**src/rtl/core/tbdl_pkg.sv**
```systemverilog
// Types, codes and constants shared by the tape block deframer and lister.
// No dependencies; every other file of the block but tbdl_channels imports this package.
`default_nettype none
package tbdl_pkg;

   localparam int TBDL_QUEUE_DEPTH = 4;

   localparam logic [15:0] HEADER_LEN    = 16'd19;
   localparam logic [15:0] MIN_DATA_LEN  = 16'd2;
   localparam logic [7:0]  HEADER_FLAG   = 8'h00;
   localparam logic [7:0]  DATA_FLAG     = 8'hff;
   localparam logic [7:0]  CODE_TYPE     = 8'h03;
   localparam logic [15:0] SCREEN_BASE   = 16'h4000;
   localparam logic [15:0] SCREEN_SIZE   = 16'd6912;
   localparam logic [15:0] ATTR_BASE     = 16'h5800;
   localparam logic [15:0] ATTR_SIZE     = 16'd768;
   localparam logic [15:0] PROG_BASE     = 16'h5b00;
   localparam logic [15:0] COUNT_MAX     = 16'hffff;

   typedef enum logic [1:0] {
      PH_LEN_LO,
      PH_LEN_HI,
      PH_BODY
   } phase_type;

   typedef enum logic [2:0] {
      KIND_HEADER,
      KIND_PAIRED,
      KIND_RAW,
      KIND_NONROM,
      KIND_TRUNC,
      KIND_TRAIL
   } kind_type;

   typedef enum logic [2:0] {
      ROLE_NONE,
      ROLE_FULL_SCREEN,
      ROLE_SCREEN_DATA,
      ROLE_BITMAP,
      ROLE_ATTRS,
      ROLE_PART_ATTRS,
      ROLE_PROGRAM,
      ROLE_OTHER
   } role_type;

   typedef struct packed {
      logic [15:0] p2;
      logic [15:0] p1;
      logic [15:0] dlen;
      logic [7:0]  btype;
   } hdr_type;

   typedef struct packed {
      kind_type    kind;
      logic [15:0] number;
      logic [7:0]  btype;
      logic [15:0] pay;
      logic [15:0] decl;
      logic [15:0] p1;
      logic [15:0] p2;
      logic        last;
   } entry_type;

   typedef struct packed {
      logic first;
      logic second;
   } push_type;

   typedef struct packed {
      logic not_empty;
      logic room_two;
   } qstat_type;

endpackage
`default_nettype wire

```
**src/rtl/core/tbdl_channels.sv**
```systemverilog
// Handshake channels of the tape block deframer: byte input and entry output.
// Standalone; no package dependency.
`default_nettype none
interface tbdl_req_if;
   logic       valid;
   logic       ready;
   logic [7:0] tape_byte;
   logic       end_of_file;
   modport source (output valid, tape_byte, end_of_file, input ready);
   modport sink (input valid, tape_byte, end_of_file, output ready);
endinterface

interface tbdl_rsp_if;
   logic        valid;
   logic        ready;
   logic [2:0]  entry_kind;
   logic [15:0] entry_number;
   logic [7:0]  block_type;
   logic [2:0]  code_role;
   logic [15:0] entry_size;
   logic [15:0] declared_length;
   logic [15:0] first_param;
   logic [15:0] second_param;
   logic        last_of_run;
   modport source (output valid, entry_kind, entry_number, block_type, code_role,
                   entry_size, declared_length, first_param, second_param,
                   last_of_run, input ready);
   modport sink (input valid, entry_kind, entry_number, block_type, code_role,
                 entry_size, declared_length, first_param, second_param,
                 last_of_run, output ready);
endinterface
`default_nettype wire

```
**src/rtl/core/tbdl_front.sv**
```systemverilog
// Front end: accepts tape bytes, frames blocks, checks them and builds up to
// two list entries per byte. Depends on tbdl_pkg and tbdl_req_if.
`default_nettype none
module tbdl_front
   import tbdl_pkg::*;
(
   input  logic      clock,
   input  logic      reset,
   tbdl_req_if.sink  req_chan,
   input  qstat_type q_stat,
   output push_type  push,
   output entry_type entry0,
   output entry_type entry1
);

   phase_type   phase_ff, phase_in;
   logic [7:0]  length_low_ff, length_low_in;
   logic [15:0] block_length_ff, block_length_in;
   logic [15:0] pos_ff, pos_in;
   logic [7:0]  xor_ff, xor_in;
   logic [7:0]  flag_ff, flag_in;
   hdr_type     capt_ff, capt_in;
   hdr_type     pend_ff, pend_in;
   logic        pend_v_ff, pend_v_in;
   logic [15:0] count_ff, count_in;

   logic        acc, eof;
   logic [7:0]  b;
   logic [15:0] len_hi, pos_n, fin_len, c1, c2;
   logic [7:0]  xor_n, flag_n;
   hdr_type     capt_n;
   logic        fin, good, hdr_blk, data_blk, paired, trunc, trail, err;
   logic        a_v, b_v;
   entry_type   ent_a, ent_b;

   function automatic entry_type hdr_entry(kind_type k, logic [15:0] num, hdr_type h,
                                           logic [15:0] pay);
      entry_type e;
      e.kind   = k;
      e.number = num;
      e.btype  = h.btype;
      e.pay    = pay;
      e.decl   = h.dlen;
      e.p1     = h.p1;
      e.p2     = h.p2;
      e.last   = 1'b0;
      return e;
   endfunction

   function automatic entry_type plain_entry(kind_type k, logic [15:0] num,
                                             logic [15:0] pay, logic [15:0] decl);
      entry_type e;
      e.kind   = k;
      e.number = num;
      e.btype  = '0;
      e.pay    = pay;
      e.decl   = decl;
      e.p1     = '0;
      e.p2     = '0;
      e.last   = 1'b0;
      return e;
   endfunction

   assign req_chan.ready = q_stat.room_two;
   assign acc = req_chan.valid & req_chan.ready;
   assign b   = req_chan.tape_byte;
   assign eof = req_chan.end_of_file;

   always_comb begin
      phase_in = phase_ff;
      if (acc) begin
         if (eof) begin
            phase_in = PH_LEN_LO;
         end else begin
            case (phase_ff)
               PH_LEN_LO: phase_in = PH_LEN_HI;
               PH_LEN_HI: phase_in = (len_hi == '0) ? PH_LEN_LO : PH_BODY;
               PH_BODY:   phase_in = fin ? PH_LEN_LO : PH_BODY;
               default:   phase_in = PH_LEN_LO;
            endcase
         end
      end
   end

   always_comb begin
      len_hi = {b, length_low_ff};
      pos_n  = pos_ff + 16'd1;
      xor_n  = xor_ff ^ b;
      flag_n = (pos_ff == '0) ? b : flag_ff;
      capt_n = capt_ff;
      case (pos_ff)
         16'd1:   capt_n.btype      = b;
         16'd12:  capt_n.dlen[7:0]  = b;
         16'd13:  capt_n.dlen[15:8] = b;
         16'd14:  capt_n.p1[7:0]    = b;
         16'd15:  capt_n.p1[15:8]   = b;
         16'd16:  capt_n.p2[7:0]    = b;
         16'd17:  capt_n.p2[15:8]   = b;
         default: capt_n = capt_ff;
      endcase

      fin     = ((phase_ff == PH_LEN_HI) && (len_hi == '0)) ||
                ((phase_ff == PH_BODY) && (pos_n == block_length_ff));
      fin_len = (phase_ff == PH_BODY) ? block_length_ff : '0;
      good    = (phase_ff == PH_BODY) && (xor_n == '0);
      hdr_blk = fin && good && (fin_len == HEADER_LEN) && (flag_n == HEADER_FLAG);
      data_blk = fin && good && !hdr_blk && (fin_len >= MIN_DATA_LEN) &&
                 (flag_n == DATA_FLAG);
      paired  = data_blk && pend_v_ff && (pend_ff.dlen == fin_len - MIN_DATA_LEN);
      trail   = eof && (phase_ff == PH_LEN_LO);
      trunc   = eof && (((phase_ff == PH_LEN_HI) && (len_hi != '0)) ||
                        ((phase_ff == PH_BODY) && !fin));
      err     = trail || trunc;

      c1 = (count_ff == COUNT_MAX) ? count_ff : count_ff + 16'd1;
      c2 = (c1 == COUNT_MAX) ? c1 : c1 + 16'd1;

      a_v   = fin && pend_v_ff && !paired;
      ent_a = hdr_entry(KIND_HEADER, count_ff, pend_ff, pend_ff.dlen);
      b_v   = (fin && !hdr_blk) || (hdr_blk && eof) || err;

      if (trail) begin
         ent_b = plain_entry(KIND_TRAIL, '0, '0, '0);
      end else if (trunc) begin
         ent_b = plain_entry(KIND_TRUNC, '0, (phase_ff == PH_BODY) ? pos_n : '0,
                             (phase_ff == PH_BODY) ? block_length_ff : len_hi);
      end else if (hdr_blk) begin
         ent_b = hdr_entry(KIND_HEADER, a_v ? c1 : count_ff, capt_n, capt_n.dlen);
      end else if (paired) begin
         ent_b = hdr_entry(KIND_PAIRED, count_ff, pend_ff, fin_len - MIN_DATA_LEN);
      end else if (data_blk) begin
         ent_b = plain_entry(KIND_RAW, a_v ? c1 : count_ff, fin_len - MIN_DATA_LEN, '0);
      end else begin
         ent_b = plain_entry(KIND_NONROM, a_v ? c1 : count_ff, fin_len, '0);
      end

      entry0      = a_v ? ent_a : ent_b;
      entry0.last = !(a_v && b_v);
      entry1      = ent_b;
      entry1.last = 1'b1;
      push.first  = acc && (a_v || b_v);
      push.second = acc && a_v && b_v;

      length_low_in   = length_low_ff;
      block_length_in = block_length_ff;
      pos_in          = pos_ff;
      xor_in          = xor_ff;
      flag_in         = flag_ff;
      capt_in         = capt_ff;
      pend_in         = pend_ff;
      pend_v_in       = pend_v_ff;
      count_in        = count_ff;
      if (acc) begin
         case (phase_ff)
            PH_LEN_LO: length_low_in = b;
            PH_LEN_HI: begin
               block_length_in = len_hi;
               pos_in          = '0;
               xor_in          = '0;
               flag_in         = '0;
               capt_in         = '0;
            end
            PH_BODY: begin
               pos_in  = pos_n;
               xor_in  = xor_n;
               flag_in = flag_n;
               capt_in = capt_n;
            end
            default: pos_in = pos_ff;
         endcase
         if (fin) begin
            pend_v_in = hdr_blk;
            if (hdr_blk) begin
               pend_in = capt_n;
            end
         end
         if (a_v && b_v && !err) begin
            count_in = c2;
         end else if (a_v || (b_v && !err)) begin
            count_in = c1;
         end
         if (eof) begin
            length_low_in   = '0;
            block_length_in = '0;
            pos_in          = '0;
            xor_in          = '0;
            flag_in         = '0;
            capt_in         = '0;
            pend_in         = '0;
            pend_v_in       = 1'b0;
            count_in        = 16'd1;
         end
      end
   end

   always_ff @(posedge clock) begin
      if (reset) begin
         phase_ff        <= PH_LEN_LO;
         length_low_ff   <= '0;
         block_length_ff <= '0;
         pos_ff          <= '0;
         xor_ff          <= '0;
         flag_ff         <= '0;
         capt_ff         <= '0;
         pend_ff         <= '0;
         pend_v_ff       <= 1'b0;
         count_ff        <= 16'd1;
      end else begin
         phase_ff        <= phase_in;
         length_low_ff   <= length_low_in;
         block_length_ff <= block_length_in;
         pos_ff          <= pos_in;
         xor_ff          <= xor_in;
         flag_ff         <= flag_in;
         capt_ff         <= capt_in;
         pend_ff         <= pend_in;
         pend_v_ff       <= pend_v_in;
         count_ff        <= count_in;
      end
   end

endmodule
`default_nettype wire

```
**src/rtl/core/tbdl_queue.sv**
```systemverilog
// Entry queue between front and back: two writes and one read per cycle.
// Depends on tbdl_pkg.
`default_nettype none
module tbdl_queue
   import tbdl_pkg::*;
#(
   parameter int DEPTH = TBDL_QUEUE_DEPTH
) (
   input  logic      clock,
   input  logic      reset,
   input  push_type  push,
   input  entry_type entry0,
   input  entry_type entry1,
   input  logic      pop,
   output entry_type head,
   output qstat_type q_stat
);

   localparam int PW = (DEPTH > 1) ? $clog2(DEPTH) : 1;
   localparam int CW = $clog2(DEPTH + 1);

   entry_type       mem_ff [DEPTH];
   logic [PW-1:0]   wr_ptr_ff, wr_ptr_in, rd_ptr_ff, rd_ptr_in, wr_ptr_nx;
   logic [CW-1:0]   count_ff, count_in;

   function automatic logic [PW-1:0] ptr_inc(logic [PW-1:0] p);
      return (p == PW'(DEPTH - 1)) ? '0 : p + PW'(1);
   endfunction

   assign wr_ptr_nx        = ptr_inc(wr_ptr_ff);
   assign head             = mem_ff[rd_ptr_ff];
   assign q_stat.not_empty = (count_ff != '0);
   assign q_stat.room_two  = (count_ff <= CW'(DEPTH - 2));

   always_comb begin
      wr_ptr_in = wr_ptr_ff;
      if (push.second) begin
         wr_ptr_in = ptr_inc(wr_ptr_nx);
      end else if (push.first) begin
         wr_ptr_in = wr_ptr_nx;
      end
      rd_ptr_in = pop ? ptr_inc(rd_ptr_ff) : rd_ptr_ff;
      count_in  = count_ff + CW'(push.first) + CW'(push.second) - CW'(pop);
   end

   always_ff @(posedge clock) begin
      if (reset) begin
         wr_ptr_ff <= '0;
         rd_ptr_ff <= '0;
         count_ff  <= '0;
      end else begin
         wr_ptr_ff <= wr_ptr_in;
         rd_ptr_ff <= rd_ptr_in;
         count_ff  <= count_in;
      end
   end

   always_ff @(posedge clock) begin
      if (push.first) begin
         mem_ff[wr_ptr_ff] <= entry0;
      end
      if (push.second) begin
         mem_ff[wr_ptr_nx] <= entry1;
      end
   end

endmodule
`default_nettype wire

```
**src/rtl/core/tbdl_back.sv**
```systemverilog
// Back end: takes entries from the queue, classifies code blocks by address
// range and holds the result in the output register. Depends on tbdl_pkg.
`default_nettype none
module tbdl_back
   import tbdl_pkg::*;
(
   input  logic       clock,
   input  logic       reset,
   input  entry_type  head,
   input  qstat_type  q_stat,
   output logic       pop,
   tbdl_rsp_if.source rsp_chan
);

   logic        valid_ff, valid_in;
   entry_type   ent_ff;
   role_type    role_ff, role_in;
   logic [16:0] end_sum;

   assign pop      = q_stat.not_empty && (!valid_ff || rsp_chan.ready);
   assign valid_in = pop || (valid_ff && !rsp_chan.ready);
   assign end_sum  = {1'b0, head.p1} + {1'b0, head.decl};

   always_comb begin
      if (head.btype != CODE_TYPE) begin
         role_in = ROLE_NONE;
      end else if ((head.p1 == SCREEN_BASE) && (head.decl == SCREEN_SIZE)) begin
         role_in = ROLE_FULL_SCREEN;
      end else if (head.decl == SCREEN_SIZE) begin
         role_in = ROLE_SCREEN_DATA;
      end else if ((head.p1 >= SCREEN_BASE) && (end_sum <= {1'b0, ATTR_BASE})) begin
         role_in = ROLE_BITMAP;
      end else if ((head.p1 == ATTR_BASE) && (head.decl == ATTR_SIZE)) begin
         role_in = ROLE_ATTRS;
      end else if ((head.p1 >= ATTR_BASE) && (end_sum <= {1'b0, PROG_BASE})) begin
         role_in = ROLE_PART_ATTRS;
      end else if (head.p1 >= PROG_BASE) begin
         role_in = ROLE_PROGRAM;
      end else begin
         role_in = ROLE_OTHER;
      end
   end

   always_ff @(posedge clock) begin
      if (reset) begin
         valid_ff <= 1'b0;
      end else begin
         valid_ff <= valid_in;
      end
   end

   always_ff @(posedge clock) begin
      if (pop) begin
         ent_ff  <= head;
         role_ff <= role_in;
      end
   end

   assign rsp_chan.valid           = valid_ff;
   assign rsp_chan.entry_kind      = 3'(ent_ff.kind);
   assign rsp_chan.entry_number    = ent_ff.number;
   assign rsp_chan.block_type      = ent_ff.btype;
   assign rsp_chan.code_role       = 3'(role_ff);
   assign rsp_chan.entry_size      = ent_ff.pay;
   assign rsp_chan.declared_length = ent_ff.decl;
   assign rsp_chan.first_param     = ent_ff.p1;
   assign rsp_chan.second_param    = ent_ff.p2;
   assign rsp_chan.last_of_run     = ent_ff.last;

endmodule
`default_nettype wire

```
**src/rtl/core/tape_block_deframer_lister_unit.sv**
```systemverilog
// Tape block deframer and lister, top level: front end, entry queue, back end.
// Depends on tbdl_pkg, tbdl_channels, tbdl_front, tbdl_queue and tbdl_back.
//
// Takes one tape image byte per cycle on req_chan and lists each tape block as
// it closes on rsp_chan: header-only, paired file, raw data, non-ROM block,
// and at end of image a truncated block or trailing byte. A byte that closes
// a block can yield two entries; those go into a QUEUE_DEPTH-entry queue, and
// the input takes a byte in any cycle in which the queue has room for two.
// With the output drained every cycle, the rate is one byte per cycle, and the
// two entries of one byte leave the output register one after the other. A
// closing byte's first entry passes the queue and then the output register.
`default_nettype none
module tape_block_deframer_lister_unit
   import tbdl_pkg::*;
#(
   parameter int QUEUE_DEPTH = TBDL_QUEUE_DEPTH
) (
   input  logic       clock,
   input  logic       reset,
   tbdl_req_if.sink   req_chan,
   tbdl_rsp_if.source rsp_chan
);

   push_type  push;
   entry_type entry0, entry1, head;
   qstat_type q_stat;
   logic      pop;

   tbdl_front u_front (
      .clock    (clock),
      .reset    (reset),
      .req_chan (req_chan),
      .q_stat   (q_stat),
      .push     (push),
      .entry0   (entry0),
      .entry1   (entry1)
   );

   tbdl_queue #(
      .DEPTH (QUEUE_DEPTH)
   ) u_queue (
      .clock  (clock),
      .reset  (reset),
      .push   (push),
      .entry0 (entry0),
      .entry1 (entry1),
      .pop    (pop),
      .head   (head),
      .q_stat (q_stat)
   );

   tbdl_back u_back (
      .clock    (clock),
      .reset    (reset),
      .head     (head),
      .q_stat   (q_stat),
      .pop      (pop),
      .rsp_chan (rsp_chan)
   );

endmodule
`default_nettype wire

```
**src/flat_wrapper.sv**
```systemverilog
// flat-port wrapper written by rule: the top's interface ports become plain ports
module tape_block_deframer_lister_unit_flat import tbdl_pkg::*;
#(
   parameter int QUEUE_DEPTH = TBDL_QUEUE_DEPTH
)
  (clock, reset, req_chan_valid, req_chan_tape_byte, req_chan_end_of_file, req_chan_ready, rsp_chan_valid, rsp_chan_entry_kind, rsp_chan_entry_number, rsp_chan_block_type, rsp_chan_code_role, rsp_chan_entry_size, rsp_chan_declared_length, rsp_chan_first_param, rsp_chan_second_param, rsp_chan_last_of_run, rsp_chan_ready);
  tbdl_req_if req_chan_i ();
  tbdl_rsp_if rsp_chan_i ();
  input  logic clock;
  input  logic reset;
  input wire logic [$bits(req_chan_i.valid)-1:0] req_chan_valid;
  input wire logic [$bits(req_chan_i.tape_byte)-1:0] req_chan_tape_byte;
  input wire logic [$bits(req_chan_i.end_of_file)-1:0] req_chan_end_of_file;
  output wire logic [$bits(req_chan_i.ready)-1:0] req_chan_ready;
  output wire logic [$bits(rsp_chan_i.valid)-1:0] rsp_chan_valid;
  output wire logic [$bits(rsp_chan_i.entry_kind)-1:0] rsp_chan_entry_kind;
  output wire logic [$bits(rsp_chan_i.entry_number)-1:0] rsp_chan_entry_number;
  output wire logic [$bits(rsp_chan_i.block_type)-1:0] rsp_chan_block_type;
  output wire logic [$bits(rsp_chan_i.code_role)-1:0] rsp_chan_code_role;
  output wire logic [$bits(rsp_chan_i.entry_size)-1:0] rsp_chan_entry_size;
  output wire logic [$bits(rsp_chan_i.declared_length)-1:0] rsp_chan_declared_length;
  output wire logic [$bits(rsp_chan_i.first_param)-1:0] rsp_chan_first_param;
  output wire logic [$bits(rsp_chan_i.second_param)-1:0] rsp_chan_second_param;
  output wire logic [$bits(rsp_chan_i.last_of_run)-1:0] rsp_chan_last_of_run;
  input wire logic [$bits(rsp_chan_i.ready)-1:0] rsp_chan_ready;
  assign req_chan_i.valid = req_chan_valid;
  assign req_chan_i.tape_byte = req_chan_tape_byte;
  assign req_chan_i.end_of_file = req_chan_end_of_file;
  assign req_chan_ready = req_chan_i.ready;
  assign rsp_chan_valid = rsp_chan_i.valid;
  assign rsp_chan_entry_kind = rsp_chan_i.entry_kind;
  assign rsp_chan_entry_number = rsp_chan_i.entry_number;
  assign rsp_chan_block_type = rsp_chan_i.block_type;
  assign rsp_chan_code_role = rsp_chan_i.code_role;
  assign rsp_chan_entry_size = rsp_chan_i.entry_size;
  assign rsp_chan_declared_length = rsp_chan_i.declared_length;
  assign rsp_chan_first_param = rsp_chan_i.first_param;
  assign rsp_chan_second_param = rsp_chan_i.second_param;
  assign rsp_chan_last_of_run = rsp_chan_i.last_of_run;
  assign rsp_chan_i.ready = rsp_chan_ready;
  tape_block_deframer_lister_unit #(.QUEUE_DEPTH(QUEUE_DEPTH)) u_core (.clock(clock), .reset(reset), .req_chan(req_chan_i), .rsp_chan(rsp_chan_i));
endmodule
```
**config.mk**
```make
export PLATFORM = sky130hd
export DESIGN_NAME = tape_block_deframer_lister_unit_flat
export DESIGN_NICKNAME = d
export VERILOG_FILES = /design/src/rtl/core/tbdl_pkg.sv /design/src/rtl/core/tbdl_channels.sv /design/src/rtl/core/tbdl_front.sv /design/src/rtl/core/tbdl_queue.sv /design/src/rtl/core/tbdl_back.sv /design/src/rtl/core/tape_block_deframer_lister_unit.sv /design/src/flat_wrapper.sv
export SDC_FILE = /design/constraint.sdc
export NUM_CORES = 1
export LEC_CHECK = 0
export ABC_AREA = 1
export ABC_CLOCK_PERIOD_IN_PS = 6300
export BUFFER_PORTS_ARGS = -buffer_cell sky130_fd_sc_hd__buf_2
export CORE_ASPECT_RATIO = 1.75
export CORE_MARGIN = 2
export CORE_UTILIZATION = 41
export DETAILED_ROUTE_END_ITERATION = 16
export HOLD_SLACK_MARGIN = 0.1
export MAX_ROUTING_LAYER = met4
export SYNTH_ARGS = -nofsm -noshare
export SYNTH_HDL_FRONTEND = slang
export SYNTH_SLANG_ARGS = --single-unit
```
**constraint.sdc**
```tcl
create_clock -name clock -period 6.3 [get_ports clock]
set_input_delay 0.63 -clock clock [delete_from_list [all_inputs] [get_ports clock]]
set_output_delay 0.63 -clock clock [all_outputs]
set_load 0.02 [all_outputs]
```
## After elaboration in Yosys (flattened, before gate mapping)

Memory sizes are Yosys's and may differ from the RTL's. A register that Yosys moved wholly into a read port is not among the register bits.
Cells that the tools add are included.

| operators by class | value |
|---|---|
| equality and inequality tests | 23 |
| reductions and logical operators | 69 |
| muxes and demuxes | 61 |
| $lt $le $gt $ge | 7 |
| $add $sub $neg | 11 |
| bitwise operators | 2 |

Operator list:

| kind | count |
|---|---|
| two-way mux 92 bit | 3 |
| two-way mux 56 bit | 4 |
| two-way mux 16 bit | 12 |
| two-way mux 91 bit | 2 |
| one-hot mux 56 bit (2 select lines) | 1 |
| two-way mux 8 bit | 12 |
| two-way mux 90 bit | 1 |
| == test 16 x 4 -> 1 bit, second input constant | 4 |
| adder 16 x 1 -> 16 bit, second input constant | 3 |
| == test 16 x 5 -> 1 bit, second input constant | 3 |
| greater-or-equal comparator 16 x 15 -> 1 bit, second input constant | 3 |
| <= comparator 17 x 15 -> 1 bit, second input constant | 2 |
| == test 16 x 15 -> 1 bit, second input constant | 2 |
| == test 16 bit | 2 |
| == test 16 bit, second input constant | 2 |
| logical NOT 16 bit | 2 |
| one-hot mux 16 bit (2 select lines) | 1 |
| one-hot mux 8 bit (2 select lines) | 2 |
| logical AND 1 bit | 31 |
| two-way mux 2 bit | 14 |
| adder 16 x 16 -> 17 bit | 1 |
| == test 16 x 1 -> 1 bit, second input constant | 1 |
| == test 16 x 10 -> 1 bit, second input constant | 1 |
| == test 16 x 13 -> 1 bit, second input constant | 1 |
| other kinds (25) | 63 |

| word-level totals | value |
|---|---|
| input bits | 13 |
| output and inout bits | 97 |
| memories kept | 1 |
| bits in registers | 290 |
| RAM bits | 368 |

Memories:

| name | words | bits a word | read ports | clocked after Yosys merged registers in | write ports | line | source |
|---|---|---|---|---|---|---|---|
| u_core.u_queue.mem_ff | 4 | 92 | 1 | 1 | 2 | tbdl_queue.sv:22 | `entry_type mem_ff [DEPTH];` |

## Longest topological paths before layout

Gate-level depths: netlist of run 1.

| depth | value |
|---|---|
| depth in word-level cells | 22 |
| depth in mapped cells | 26 |

## By module

Synthesis of run 1 repeated with hierarchy kept, for this count alone.

| unflattened totals | value |
|---|---|
| cell total of the unflattened synthesis | 4600 |
| area total of the unflattened synthesis | 36119.6 µm² |

Modules (own cells, without submodules):

| module | area each (µm²) | seq. area each (µm²) | cells an instance | times used |
|---|---|---|---|---|
| tbdl_queue | 18114.9 | 11230.8 | 1869 | 1 |
| tbdl_front | 13553.0 | 3743.6 | 2320 | 1 |
| tbdl_back | 4451.8 | 2872.8 | 411 | 1 |

## Least setup slack after synthesis of run 1

Ideal clock, no wire load.

| timing | value |
|---|---|
| path kind | input port to flip-flop |
| start | input port rsp_chan_ready |
| end | register u_core.u_queue.count_ff[2] |
| cell stages on the path | 8 |
| arrival time | 6344 ps |
| setup slack | -172 ps |
| setup time | 128 ps |
| cells stage by stage | nor2_1 > nor2_1 > ha_1 > inv_1 > fa_1 > fa_1 > xor2_1 > nor2_1 |

| on the way | value |
|---|---|
| cells in the longest elaborated chain, start to end | 3 |

Ends and longest elaborated chain:

| element | line | source |
|---|---|---|
| start, declared | flat_wrapper.sv:25 | `input wire logic [$bits(rsp_chan_i.ready)-1:0] rsp_chan_ready;` |
| logical OR 1 bit | tbdl_back.sv:20 | `assign pop = q_stat.not_empty && (!valid_ff \|\| rsp_chan.ready);` |
| logical AND 1 bit | tbdl_back.sv:20 |  |
| via u_core.pop | tape_block_deframer_lister_unit.sv:27 | `logic pop;` |
| subtractor 3 x 1 -> 3 bit | tbdl_queue.sv:43 | `count_in = count_ff + CW'(push.first) + CW'(push.second) - CW'(pop);` |
| end signal, assigned | tbdl_queue.sv:54 | `count_ff <= count_in;` |
| end, declared | tbdl_queue.sv:24 | `logic [CW-1:0] count_ff, count_in;` |

The timed path passes the listed nets, and every way through them passes these cells.
A chain may end at the register's enable or synchronous reset.

==> results of run 1 <==
[final cells by class]
type | instances | area [um2] | share of cell area
well taps | 1160 | 1450 | 0.0363
diodes | 2 | 5.00 | 0.000125
clock buffers | 89 | 1860 | 0.0467
multi-input cells | 3459 | 15900 | 0.398
inverters | 315 | 1190 | 0.0297
repair buffers | 198 | 1400 | 0.0349
clock inverters | 29 | 354 | 0.00886
flip-flops and latches | 660 | 17800 | 0.446
[cells by family (layout without fill, tap and decap cells)]
| family | after synthesis | after routing | synth area share |
|---|---|---|---|
| buffers and inverters | 585 | 631 | 0.0652 |
| muxes | 4 | 4 | 0.00111 |
| and+or+nand+nor | 2486 | 2486 | 0.282 |
| DFF | 660 | 660 | 0.495 |
| xor gates and xnor gates | 45 | 45 | 0.0117 |
| adders and majority gates | 34 | 34 | 0.0125 |
| other | 0 | 2 | 0 |
| AOI/OAI and AO/OA | 890 | 890 | 0.132 |
[worst paths after layout]
kind,endpoint,cells past startpoint,from
worst min register to register,u_core.u_front.flag_ff[6],2,u_core.u_front.flag_ff[6]
worst min-delay path,u_core.u_front.length_low_ff[0],3,req_chan_tape_byte[0]
worst max-delay path,u_core.u_queue.mem_ff[1][33],22,u_core.u_front.phase_ff[1]
worst max register to register,u_core.u_queue.mem_ff[1][33],22,u_core.u_front.phase_ff[1]
[sequential cells by signal, indices dropped and copies added, names as in the netlist, named ones only]
signal / flops
u_core.u_queue.wr_ptr_ff: 2
u_core.u_back.rsp_chan.entry_size: 16
u_core.u_back.rsp_chan.declared_length: 16
u_core.u_front.ent_a: 56
u_core.u_back.rsp_chan.entry_number: 16
u_core.u_queue.count_ff: 3
u_core.u_back.rsp_chan.valid: 1
u_core.u_front.xor_ff: 8
u_core.u_back.rsp_chan.code_role: 3
u_core.u_front.pos_ff: 16
u_core.u_back.rsp_chan.second_param: 16
u_core.u_front.flag_ff: 8
u_core.u_back.rsp_chan.entry_kind: 3
u_core.u_queue.mem_ff: 368
u_core.u_front.count_ff: 16
u_core.u_front.phase_ff: 2
u_core.u_back.rsp_chan.last_of_run: 1
u_core.u_queue.rd_ptr_ff: 2
u_core.u_back.rsp_chan.first_param: 16
u_core.u_front.length_low_ff: 8
u_core.u_front.pend_v_ff: 1
u_core.u_front.block_length_ff: 16
u_core.u_front.capt_ff: 56
u_core.u_back.rsp_chan.block_type: 8
[stage by stage]
| stage | utilization | setup WS (ns) | cell area, um2 | std cells |
|---|---|---|---|---|
| floorplan | - | 1.15 | 36000 | 4704 |
| global placement | 0.435 | 1.04 | 37700 | 5792 |
| detailed placement | 0.435 | 0.978 | 37700 | 5792 |
| CTS | 0.460 | 0.954 | 40000 | 5910 |
| global route | 0.461 | 0.458 | 40000 | 5912 |
| finish | 0.461 | 0.903 | 40000 | 5912 |
[worst min-delay path: cells and delay by family]
family                 cells  cell delay, ns
AND/OR/NAND/NOR            1            0.11
buffers and inverters      1            0.21
AO/OA/AOI/OAI              1            0.06
[power by group through the flow]
| stage | combinational, mW | sequential [mW] | clock, mW |
|---|---|---|---|
| floorplan | 2.63 | 6.01 | 0 |
| global placement | 4.71 | 5.61 | 0 |
| detailed placement | 4.74 | 5.62 | 0 |
| CTS | 4.75 | 5.53 | 4.21 |
| global route | 5.17 | 5.57 | 4.34 |
| finish | 4.75 | 5.52 | 4.14 |
[placed cells by master (no fill, tap or decap), types with 5 or more instances in the layout]
master and n:
a21oi_1 289, a22oi_1 12, a32oi_1 28, and3_1 7, buf_12 14, buf_2 108, buf_4 75, bufinv_16 8
clkbuf_1 14, clkbuf_16 70, clkinv_1 12, clkinv_2 9, dfxtp_1 199, edfxtp_1 459, ha_1 31, inv_1 296
inv_2 14, nand2_1 1710, nand2_4 5, nand3_1 261, nand3_2 6, nand3b_1 8, nand4_1 45, nor2_1 354
nor2_2 7, nor2_4 12, nor3_1 27, nor3b_1 5, nor4_1 10, o21ai_0 451, o21ai_1 17, o22ai_1 64
or2_2 12, xnor2_1 12, xor2_1 31
[per-layer routing]
metal,vias up,routed length [um],GRT usage,share of wire
li1,15600,-,-,-
met1,15300,48600,0.330,0.39
met2,1272,60900,0.468,0.49
met3,295,8110,0.0342,0.066
met4,0,5890,0.129,0.048
met5,-,0,-,0
==> flow_summary.toml, run 1 <==
[cts]
ctsResizeCount = 0
cts-root-buf = "clkbuf_16"
post_cts_buffers = 0
cts_max_level = 3
cts_sinks = 660
cts_tree = "done"
clkLatencyLatePin_ns = 0.64
cts_buffers = 66
cts_hold_buf = 0
clk_pin_slew_ns = 0.07
clock_path_buffers = 3

[logic_synthesis]
seq_area_frac_synth = 0.495
synth_top_area_frac = 0.383
syn-num-nets = 4751
synthFlopType = "edfxtp_1"
ys_top_cells_by_count = "1715 x nand2_1, 459 x edfxtp_1, 451 x o21ai_0, 356 x nor2_1, 300 x inv_1"
synth_top_cell_by_area = "edfxtp_1"
synth_area_um2 = 36000
synth_edf_count = 459
synth.area.top_cells = "edfxtp_1 38%, nand2_1 18%, dfxtp_1 11%"
synth_seq_cells = 660
synth-async-reset-ratio = 0
synth_most_common_cell = "nand2_1"
synthCells = 4704
ys_types = 55
yosys_warnings = 0
syn_area_per_cell_um2 = 7.64

[global_routing]
grt_usage = 0.277
grt_max_degree = 111
grt_pass1_wl_um = 186000
grt_overflow = 0
grt_pass1_vias = 30300
antenna_found_initial = 2

[flow_run]
cap_violations = 0

[worst_setup_path]
cp.required_ns = 6.60
crit_type = "flip-flop to flip-flop"
rrSetupSlack_ns = 0.90
crit_path_start_kind = "flip-flop"
cpPeakStageDelay_ns = 0.61
cp_num_buf_inv = 3
crit_chain = "inv_1, nor2_2, nand2_1, ha_1, nand2_1, nor2_4, nand2_1, clkinv_1, nand2_1, nand2_1, nand2_1, nand2_1, nand3_1, nor2_1, nand4_1, nor2_4, nor2_4, nand2_4, nor2_1, nand2_1, nand2_4, buf_4"
crit_top_cell = "nand2_1"
critPathCaptureType = "flip-flop"
crit_path_top_delay_cell = "dfxtp_1"
cp_max_fo = 32
cp_data_arrival_time_ns = 5.70
cp_top_family = "simple AND/OR/NAND/NOR gates"

[min_path]
hold_path_class = "primary input to flip-flop"

[detailed_routing]
dr_total_vias = 32500
viasPerCell = 5.49
final_antenna_net_count = 0
remaining_drc_errors = 0
routed_wl_um = 123000
drtIter0Drc = 2965
wl_per_cell_um = 20.9
drtPass1Iterations = 6

[power]
clockPowerShare = 0.287
switching_power_mw = 5.36
total_power_mw = 14.4
p_int_mw = 9.05
p_sw_frac = 0.372
powerDensity_nw_per_um2 = 361
pwr-share-seq = 0.383
vdd_drop_max_mv = 0.196
combPwrFrac = 0.330
p_leak_nw = 16.3

[finish]
fin_nets = 4747
drive_gt1_frac = 0.0775
areaGrowthSynthToFinish_pct = 11.2
fillCellCount = 8563

[sta]
max_freq_ghz = 0.185
hold_viol = 0
fin_crit_sh = 0.857
setup_tns_ns = 0
maxSlewViolCount = 0
slew_headroom = 0.337
setup_viol = 0
fin_crit_ns = 5.40
whs_ns = 0.415
worst_pin_slew_ns = 0.994
rsz0062_at_grt = "no"
clock_skew_ns = 0.0217

[placed_design]
gp_congestion = 0.988
io_buffers = 109
post-dp-hpwl_um = 80900

[die]
ioPinCount = 110
coreArea_um2 = 86800
die-area_um2 = 90200
floorplan.initialDensity = 0.414
std_cell_rows = 143
die_h_um = 396
die_w_um = 228

[run_status]
status = "finished, final reports clean"
No activity file was read; power rests on OpenSTA's default activity.
==> inputs of run 2 (changes only) <==
--- a/config.mk
+++ b/config.mk
@@ -12,6 +12,7 @@
 export CORE_MARGIN = 2
 export CORE_UTILIZATION = 41
 export DETAILED_ROUTE_END_ITERATION = 16
+export GPL_TIMING_DRIVEN = 0
 export HOLD_SLACK_MARGIN = 0.1
 export MAX_ROUTING_LAYER = met4
 export SYNTH_ARGS = -nofsm -noshare
==> run 2 against run 1 <==
Compared with the run above:
- clock skew rose by 0.0043 ns
- first-iteration DRC count increased by 12%
- count of clock-buffer cells in the layout unchanged
- via count up 3.7%
- final cell count up 3.0%
- utilization increased by 0.52 points
- highest routed layer unchanged
==> flow_summary.toml, run 2 (same netlist as run 1, synthesis figures left out) <==
[cts]
cts-root-buf = "clkbuf_16"
ctsResizeCount = 0
cts_sinks = 660
clock_path_buffers = 3
cts_buffers = 66
post_cts_buffers = 0
clk_pin_slew_ns = 0.07
cts_max_level = 3
cts_hold_buf = 0
clkLatencyLatePin_ns = 0.65
cts_tree = "done"

[die]
std_cell_rows = 143
die_w_um = 228
floorplan.initialDensity = 0.414
coreArea_um2 = 86800
die_h_um = 396
ioPinCount = 110
die-area_um2 = 90200

[flow_run]
cap_violations = 0

[power]
total_power_mw = 14.8
p_leak_nw = 16.4
powerDensity_nw_per_um2 = 366
vdd_drop_max_mv = 0.185

[worst_setup_path]
crit_chain = "buf_4, nand2_2, nor2_1, nand3_1, nor2_1, nand3_1, nor3_1, nand2_1, nor2_1, nand2_1, o31ai_2, inv_2, nand2_4, nor2_1, nand2_1, buf_2, nand2_4, buf_16"
cp_max_fo = 54
cp_num_buf_inv = 4
crit_path_top_delay_cell = "o31ai_2"
cpPeakStageDelay_ns = 0.71
crit_path_start_kind = "flip-flop"
rrSetupSlack_ns = 0.43
cp.required_ns = 6.64
crit_top_cell = "nor2_1"
critPathCaptureType = "flip-flop"
cp_top_family = "simple AND/OR/NAND/NOR gates"
crit_type = "flip-flop to flip-flop"
cp_data_arrival_time_ns = 6.21

[global_routing]
antenna_found_initial = 1
grt_pass1_vias = 31900
grt_max_degree = 55
grt_usage = 0.316
grt_overflow = 0
grt_pass1_wl_um = 206000

[finish]
regMostFlops = "u_core.u_queue.mem_ff"
final_cell_mix = "1711 x nand2_1, 459 x edfxtp_1, 451 x o21ai_0"
drive_gt1_frac = 0.0700
final_common_cell = "nand2_1"
fin_nets = 4926
areaGrowthSynthToFinish_pct = 12.4
final_cell_area_um2 = 40400
fillCellCount = 8733
largest_reg_flops = 368

[sta]
fin_crit_ns = 5.87
slew_headroom = 0.183
max_freq_ghz = 0.170
maxSlewViolCount = 0
worst_pin_slew_ns = 1.23
clock_skew_ns = 0.0259
fin_crit_sh = 0.932
setup_viol = 0
hold_viol = 0
rsz0062_at_grt = "no"

[placed_design]
gp_congestion = 1.04
post-dp-hpwl_um = 107000
placed_cell_area_um2 = 38100
io_buffers = 99

[detailed_routing]
wl_per_cell_um = 23.0
drtPass1Iterations = 6
drtIter0Drc = 3329
final_antenna_net_count = 0
routed_wl_um = 140000
dr_total_vias = 33700
viasPerCell = 5.53
remaining_drc_errors = 0

[min_path]
hold_path_class = "primary input to flip-flop"

[run_status]
status = "finished, final reports clean"
==> run 2: cell types whose count changed in the layout (fill, tap and decap cells not counted), sizes merged <==
cell / before / now
clkinvlp: 2 / 9
bufinv: 8 / 9
clkbuf: 89 / 271
clkinv: 22 / 12
inv: 312 / 314
buf: 198 / 195
==> run 2: final timing paths <==
check / startpoint / to / cells after the start
setup / recovery: u_core.u_front.phase_ff[1] / u_core.u_queue.mem_ff[0][8] / 18
hold / removal: reset / u_core.u_front.xor_ff[0] / 4
setup reg to reg: u_core.u_front.phase_ff[1] / u_core.u_queue.mem_ff[0][8] / 18
hold reg to reg: u_core.u_front.capt_ff[34] / u_core.u_front.capt_ff[34] / 2
==> run 2: layout make-up <==
cell class | instances | area, um2 | area share
clock inverters | 29 | 405 | 0.0100
plain buffers | 270 | 1160 | 0.0288
inverters | 315 | 1180 | 0.0293
repair buffers | 107 | 686 | 0.0170
clock buffers | 89 | 1870 | 0.0464
diodes | 2 | 5.00 | 0.000124
flip-flops and latches | 660 | 17800 | 0.441
multi-input cells | 3459 | 15800 | 0.392
well taps | 1160 | 1450 | 0.0359
==> run 2: power by group <==
| group | switching, mW | internal [mW] |
|---|---|---|
| registers | 0.156 | 5.31 |
| clock network | 1.80 | 2.47 |
| logic | 3.72 | 1.33 |
==> run 2: worst reg2reg max path: stages, from the launching register on <==
cell and delay, ns:
dfxtp_1 0.36, buf_4 0.20, nand2_2 0.18, nor2_1 0.45
nand3_1 0.23, nor2_1 0.14, nand3_1 0.09, nor3_1 0.61
nand2_1 0.12, nor2_1 0.13, nand2_1 0.15, o31ai_2 0.71
inv_2 0.26, nand2_4 0.19, nor2_1 0.16, nand2_1 0.20
buf_2 0.31, nand2_4 0.57, buf_16 0.44
==> run 2: per-stage QoR <==
stage / setup WS (ns) / setup TNS [ns] / hold slack [ns] / utilization / std cells
2_1_floorplan: 1.15 / 0 / 0.440 / - / 4704
3_3_place_gp: -2.72 / -955.89 / 0.448 / 0.437 / 5963
3_5_place_dp: 0.549 / 0 / 0.452 / 0.439 / 5971
4_1_cts: 0.534 / 0 / 0.399 / 0.466 / 6089
5_1_grt: 0.202 / 0 / 0.448 / 0.466 / 6090
6_report: 0.425 / 0 / 0.430 / 0.466 / 6091
==> run 2: metal layers <==
metal | vias to the layer above | wire, um | global-route usage
li1 | 16000 | - | -
met1 | 15700 | 50500 | 0.349
met2 | 1559 | 67400 | 0.520
met3 | 456 | 10200 | 0.0445
met4 | 0 | 12100 | 0.236
met5 | - | 0 | -
